===== config.mk =====
export PLATFORM = sky130hd
export DESIGN_NAME = pip_cross_unit
export DESIGN_NICKNAME = d
export VERILOG_FILES = /design/src/rtl/pip_pkg.sv /design/src/rtl/pip_cross_unit.sv
export SDC_FILE = /design/constraint.sdc
export NUM_CORES = 2
export LEC_CHECK = 0
export BUFFER_PORTS_ARGS = -buffer_cell sky130_fd_sc_hd__buf_2
export CELL_PAD_IN_SITES_DETAIL_PLACEMENT = 0
export CELL_PAD_IN_SITES_GLOBAL_PLACEMENT = 2
export CORE_UTILIZATION = 45
export CTS_CLUSTER_DIAMETER = 200
export DETAILED_ROUTE_END_ITERATION = 12
export GPL_ROUTABILITY_DRIVEN = 0
export HOLD_SLACK_MARGIN = 0.06
export PLACE_DENSITY_LB_ADDON = 0.12
export SLEW_MARGIN = 30
export SYNTH_ARGS = -nofsm -noshare
export SYNTH_HDL_FRONTEND = slang
export SYNTH_SLANG_ARGS = --single-unit

===== constraint.sdc =====
create_clock -name clk -period 25.1 [get_ports clk]
set_clock_uncertainty 0.05 [all_clocks]
set_input_delay 2.51 -clock clk [delete_from_list [all_inputs] [get_ports clk]]
set_output_delay 2.51 -clock clk [all_outputs]
set_load 0.05 [all_outputs]

===== src/rtl/pip_pkg.sv =====
// Shared constants and types for the point-in-polygon test block.
// No dependencies; used by every module under rtl.
package pip_pkg;

  // Store and coordinate sizing
  localparam int MAX_VERTICES = 256;
  localparam int COORD_BITS   = 32;
  localparam int ADDR_W       = $clog2(MAX_VERTICES);
  localparam int CNT_W        = $clog2(MAX_VERTICES + 1);

  // Differences need one bit more than a coordinate, products twice that
  localparam int DIFF_W = COORD_BITS + 1;
  localparam int PROD_W = 2 * DIFF_W;

  typedef logic signed [COORD_BITS-1:0] coord_t;
  typedef logic signed [DIFF_W-1:0]     diff_t;
  typedef logic signed [PROD_W-1:0]     prod_t;

  // Request modes
  typedef enum logic [1:0] {
    MODE_CLEAR  = 2'd0,
    MODE_APPEND = 2'd1,
    MODE_TEST   = 2'd2,
    MODE_SPARE  = 2'd3
  } mode_t;

  // Sequencer to crossing unit
  typedef struct packed {
    logic load;     // take edge and test point, form operands
    logic mul_lhs;  // multiply (tx - xi) by |dy|
    logic mul_rhs;  // multiply (xj - xi) by sign-corrected offset
  } cu_ctrl_t;

  // Crossing unit to sequencer
  typedef struct packed {
    logic straddle; // edge spans the test y
    logic less;     // crossing lies strictly right of the test x
  } cu_stat_t;

endpackage


===== src/rtl/pip_cross_unit.sv =====
// Edge crossing datapath: operand forming, one shared signed multiplier, compare.
// Depends on pip_pkg for widths and the control and status structs.
module pip_cross_unit import pip_pkg::*; (
  input  logic     clk,
  input  cu_ctrl_t ctrl,
  input  coord_t   tx,
  input  coord_t   ty,
  input  coord_t   xi,
  input  coord_t   yi,
  input  coord_t   xj,
  input  coord_t   yj,
  output cu_stat_t stat
);

  diff_t dy, off, dy_abs, off_adj;
  diff_t op_a1, op_b1, op_a2, op_b2;
  diff_t mul_a, mul_b;
  prod_t prod, lhs, rhs;

  // Edge differences, sign corrected so the scale factor is positive
  always_comb begin
    dy      = diff_t'(yj) - diff_t'(yi);
    off     = diff_t'(ty) - diff_t'(yi);
    dy_abs  = dy[DIFF_W-1] ? -dy : dy;
    off_adj = dy[DIFF_W-1] ? -off : off;
  end

  assign stat.straddle = (yi > ty) != (yj > ty);

  // Operand registers
  always_ff @(posedge clk) begin
    if (ctrl.load) begin
      op_a1 <= diff_t'(tx) - diff_t'(xi);
      op_b1 <= dy_abs;
      op_a2 <= diff_t'(xj) - diff_t'(xi);
      op_b2 <= off_adj;
    end
  end

  // Shared multiplier, one product per cycle
  always_comb begin
    mul_a = ctrl.mul_rhs ? op_a2 : op_a1;
    mul_b = ctrl.mul_rhs ? op_b2 : op_b1;
    prod  = prod_t'(mul_a) * prod_t'(mul_b);
  end

  always_ff @(posedge clk) begin
    if (ctrl.mul_lhs) begin
      lhs <= prod;
    end
    if (ctrl.mul_rhs) begin
      rhs <= prod;
    end
  end

  assign stat.less = lhs < rhs;

endmodule


### Word level (Yosys, flattened, before mapping)

Index checks and enable logic that the tools add are counted.

| word-level totals | value |
|---|---|
| register bits after elaboration | 264 |
| logic and storage cells | 22 |
| bits of input ports | 196 |
| output and inout bits | 2 |

| cells by class | value |
|---|---|
| mux-type cells | 4 |
| order comparisons | 3 |
| add/sub/neg operators | 6 |
| multiply operators | 1 |
| equality and inequality tests | 1 |

Operators by type and width:

| kind | count |
|---|---|
| $sub 32x32->33 | 4 |
| $mux 33 | 3 |
| $lt 66x66->1 | 1 |
| $mul 33x33->66 | 1 |
| $neg 33->33 | 2 |
| $gt 32x32->1 | 2 |
| $mux 32 | 1 |
| $ne 1x1->1 | 1 |

### Logic depth before layout (Yosys ltp)

| depth | value |
|---|---|
| depth in word-level cells | 3 |
| mapped depth | 35 |
| depth with buffers taken out | 30 |

### Worst setup path after synthesis

Ideal clock, no wire load.

| path | value |
|---|---|
| kind | input-to-reg |
| from | in ctrl[0] (netlist bit) |
| to | reg lhs[65], data pin |
| buffers on the path | 5 |
| slack | 13.687 ns |
| data required time | 24.786 ns |
| setup time | 0.264 ns |
| cell stages on the path | 32 |
| arrival | 11.099 ns |
| cells stage by stage | clkbuf_1 buf_1 buf_1 mux2i_1 clkbuf_1 nor2_1 fa_1 inv_1 fa_1 inv_1 fa_1 inv_1 fa_1 inv_1 fa_1 fa_1 fa_1 inv_1 fa_1 inv_1 ha_1 clkbuf_1 a21o_1 a221o_1 a2111oi_2 nand4_1 a31oi_1 o21a_1 a31oi_1 a221o_1 a221oi_2 xnor2_1 |

| between the ends | value |
|---|---|
| word-level cells in the longest chain between the ends | 2 |
| elaborated cells between the ends (all ways) | 3 |
| those cells by class | mul: 1; mux: 2 |

RTL lines:

| element | RTL line | text |
|---|---|---|
| start, declared | pip_cross_unit.sv:5 | `input cu_ctrl_t ctrl,` |
| $mux 33, on equally long branches | pip_cross_unit.sv:42, pip_cross_unit.sv:43 |  |
| $mul 33x33->66 (*) | pip_cross_unit.sv:44 | `prod = prod_t'(mul_a) * prod_t'(mul_b);` |
| via prod[65] | pip_cross_unit.sv:18 | `prod_t prod, lhs, rhs;` |
| end signal, assigned | pip_cross_unit.sv:49 | `lhs <= prod;` |
| end, declared | pip_cross_unit.sv:18 |  |

Mark *: on every way through the listed nets, which the timed path passes. The rest lies on a longest branch.
A chain may end at the register's enable or synchronous reset.

### Final worst setup path

| path | value |
|---|---|
| from | in ctrl[0] (netlist bit) |
| to | reg rhs[59], data pin |

| between the ends | value |
|---|---|
| word-level cells in the longest chain between the ends | 2 |
| elaborated cells between the ends (all ways) | 3 |
| those cells by class | mul: 1; mux: 2 |

RTL lines:

| element | RTL line | text |
|---|---|---|
| $mux 33, on equally long branches | pip_cross_unit.sv:42, pip_cross_unit.sv:43 |  |
| $mul 33x33->66 (*) | pip_cross_unit.sv:44 |  |
| via prod[59] | pip_cross_unit.sv:18 |  |
| end signal, assigned | pip_cross_unit.sv:52 | `rhs <= prod;` |
| end, declared | pip_cross_unit.sv:18 |  |

Marks and branches as above.

==> results.sh <==
export IMPL_fin_tns_setup_ns=0
export IMPL_fillers=12200
export IMPL_cts_resized=0
export IMPL_yosys_top_cells_count="1,318 x inv_1, 1,149 x fa_1, 713 x nor2_1"
export IMPL_async_reset_ff_share_pct=0
export IMPL_relSlewSlack_pct=32.4
export IMPL_drive_gt1_share_pct=7.49
export IMPL_critPathLaunchType="primary input"
export IMPL_drt_iter0_markers=2994
export IMPL_post_route_min_period_ns=12.95
export IMPL_regToRegStartpoint="op_a1[13]"
export IMPL_port_buffers=197
export IMPL_ys_warnings_count=0
export IMPL_placed_area_sq_um=60400
export IMPL_final_cells=7888
export IMPL_setup_ws_ns=12.15
export IMPL_critPathLaunch="ctrl[0]"
export IMPL_clk_path_buf_depth=3
export IMPL_seq_area_frac_synth_pct=13.9
export IMPL_tightest_slew_ns=0.993
export IMPL_synth_nets=7895
export IMPL_num_rows=130
export IMPL_r2r_cells=26
export IMPL_arrival_ns=13.27
export IMPL_fp_dieH_microns=359
export IMPL_routed_via_count=42600
export IMPL_hold_path_class="flop to flop"
export IMPL_ctsHoldBuffers=0
export IMPL_cts_max_level=1
export IMPL_multi_input_area_sq_um=43900
export IMPL_start_util_pct=45.4
export IMPL_ys_flop_type="edfxtp_1"
export IMPL_yosysTopAreaCell="fa_1"
export IMPL_cp_end_kind="flop"
export IMPL_synth_top_area_share_pct=40.2
export IMPL_drcViolationCount=0
export IMPL_cts_sinks=264
export IMPL_dp_hpwl_mm=146
export IMPL_hold_depth=3
export IMPL_critPathKind="primary input to flop"
export IMPL_place_ws_ns=11.37
export IMPL_grt_total_usage_pct=28.6
export IMPL_drt_wl_total_mm=177
export IMPL_synth_area_sq_um=57200
export IMPL_max_cap_violations=0
export IMPL_viasPerCell=5.40
export IMPL_post_cts_setup_buffers=0
export IMPL_yosysMostFrequentCell="inv_1"
export IMPL_status="finished clean"
export IMPL_ant_nets=0
export IMPL_timing_rr_end="lhs[62]"
export IMPL_cts_tree="done"
export IMPL_ys_ff_latch=264
export IMPL_critPathRequiredTime_ns=25.42
export IMPL_pin_count=198
export IMPL_antenna_found_initial=7
export IMPL_grt_pass1_vias=45700
export IMPL_grt_start_max_net_pins=69
export IMPL_max_freq_mhz=77.2
export IMPL_clk_pin_slew_worst_paths_ns=0.06
export IMPL_final_setup_viol_count=0
export IMPL_grt_pass1_wl_mm=274
export IMPL_clockRootBuffer="clkbuf_16"
export IMPL_avgSynthCellArea_sq_um=9.37
export IMPL_hold_end="lhs[0]"
export IMPL_diodes=0
export IMPL_post_synth_main_area_contributors="fa_1 40%, edfxtp_1 14%, ha_1 9.7%, inv_1 8.6%, nor2_1 4.7%"
export IMPL_rsz0062_at_grt="no"
export IMPL_dr_pass1_iters=5
export IMPL_die_width_microns=359
export IMPL_synth_cell_types=92
export IMPL_die_area_sq_um=129000
export IMPL_synth_edf_count=264
export IMPL_hp_start="op_a2[0]"
export IMPL_final_hold_violation_count=0
export IMPL_syn2layout_area_growth_pct=7.24
export IMPL_grt_overflow=0
export IMPL_timing_final_crit_share_pct=51.6
export IMPL_fin_area_sq_um=61400
export IMPL_nets=8004
export IMPL_cts_buffers=30
export IMPL_regArea_sq_um=7930
export IMPL_crit_fanout=56
export IMPL_clkLatencyLatePin_ns=0.63
export IMPL_r2r_slack_ns=15.12
export IMPL_synthCells=6105
export IMPL_drt_wirelength_per_cell_microns=22.5
export IMPL_slew_violations=0
export IMPL_place_inst=7832
export IMPL_coreArea_sq_um=126000
## metal layers
layer,up-vias,part of all wire (%),global-route usage (%)
met5,-,0.019,0
met4,6,3.6,8.75
met3,265,6.6,4.17
met2,1327,48,48.6
met1,21800,42,37.6
li1,19200,-,-
## cells in the final DEF (no fill, tap or decap), types with 17 or more instances in the layout
cell type / synthesis / routed
o21bai_1: 24 / 24
xor2_1: 74 / 74
nand2_1: 667 / 667
nor2_1: 713 / 713
nor2b_1: 41 / 41
fa_1: 1149 / 1149
o21ai_0: 118 / 118
mux2i_2: 0 / 25
a21o_1: 102 / 102
a211oi_1: 17 / 17
clkbuf_16: 0 / 30
o21a_1: 30 / 30
nor3_1: 44 / 44
mux2i_1: 64 / 25
mux2_2: 67 / 67
buf_4: 0 / 81
a21oi_1: 198 / 198
a31oi_1: 25 / 25
and3_1: 25 / 25
nand2b_1: 24 / 24
xnor2_1: 155 / 155
buf_2: 3 / 195
nand4_1: 42 / 42
edfxtp_1: 264 / 264
nand3_1: 41 / 41
ha_1: 445 / 445
and2_1: 18 / 18
inv_1: 1318 / 1318
## state kept, by name (all words and copies together) (netlist names)
| name | cells |
|---|---|
| lhs | 66 |
| op_b2 | 33 |
| op_b1 | 33 |
| op_a2 | 33 |
| op_a1 | 33 |
| rhs | 66 |
## cells by family (layout without fill, tap and decap cells)
group                      Yosys count  after routing  share of synthesized area, %
AOI/OAI and AO/OA                  686            686                          7.97
xor gates and xnor gates           229            229                          3.51
adders and majority gates         1594           1594                          49.9
buffers and inverters             1520           1653                          9.98
DFF                                264            264                          13.9
muxes                              131            131                          2.44
and+or+nand+nor                   1681           1681                          12.3
## final cells by class
| type | count | share of cell area [%] |
|---|---|---|
| Clock buffer | 35 | 1.25 |
| Clock inverter | 21 | 0.245 |
| Inverter | 1318 | 8.06 |
| Multi-Input combinational cell | 4321 | 71.5 |
| Sequential cell | 264 | 12.9 |
| Tap cell | 1650 | 3.36 |
| Timing Repair Buffer | 279 | 2.66 |
## worst max path at each step
stage	to	slack (ns)	depth (start not counted)
floorplan	lhs[65]	13.69	32
global placement	lhs[62]	11.53	29
finish	rhs[59]	12.15	27
detailed placement	lhs[62]	11.37	29
CTS	lhs[62]	12.06	29
global route	lhs[62]	11.58	29
## worst max-delay path: stages
cell       delay, ns
buf_8           0.29
buf_4           0.86
mux2_2          0.92
nand2_1         0.16
fa_1            0.52
fa_1            0.49
inv_1           0.05
fa_1            0.47
inv_1           0.06
fa_1            0.54
inv_1           0.07
fa_1            0.51
fa_1            0.47
fa_1            0.55
fa_1            0.43
ha_1            0.36
a21o_1          0.21
o21bai_1        0.21
a221o_1         0.45
a2111oi_2       0.72
nand4_1         0.41
a31oi_1         0.55
o211ai_1        0.26
a21oi_1         0.31
o21ai_0         0.19
a221oi_1        0.33
xnor2_1         0.14
## through the flow
| stage | utilization, % | hold slack [ns] |
|---|---|---|
| 2_1_floorplan | - | 0.647 |
| 4_1_cts | 48.7 | 0.937 |
| 3_3_place_gp | 48.0 | 0.922 |
| 3_5_place_dp | 48.0 | 0.923 |
| 5_1_grt | 48.7 | 1.00 |
| 6_report | 48.7 | 0.936 |
Power is left out: the tool's default activity adds up to more than one toggle a clock period on the data nets, which glitch-free logic cannot reach.
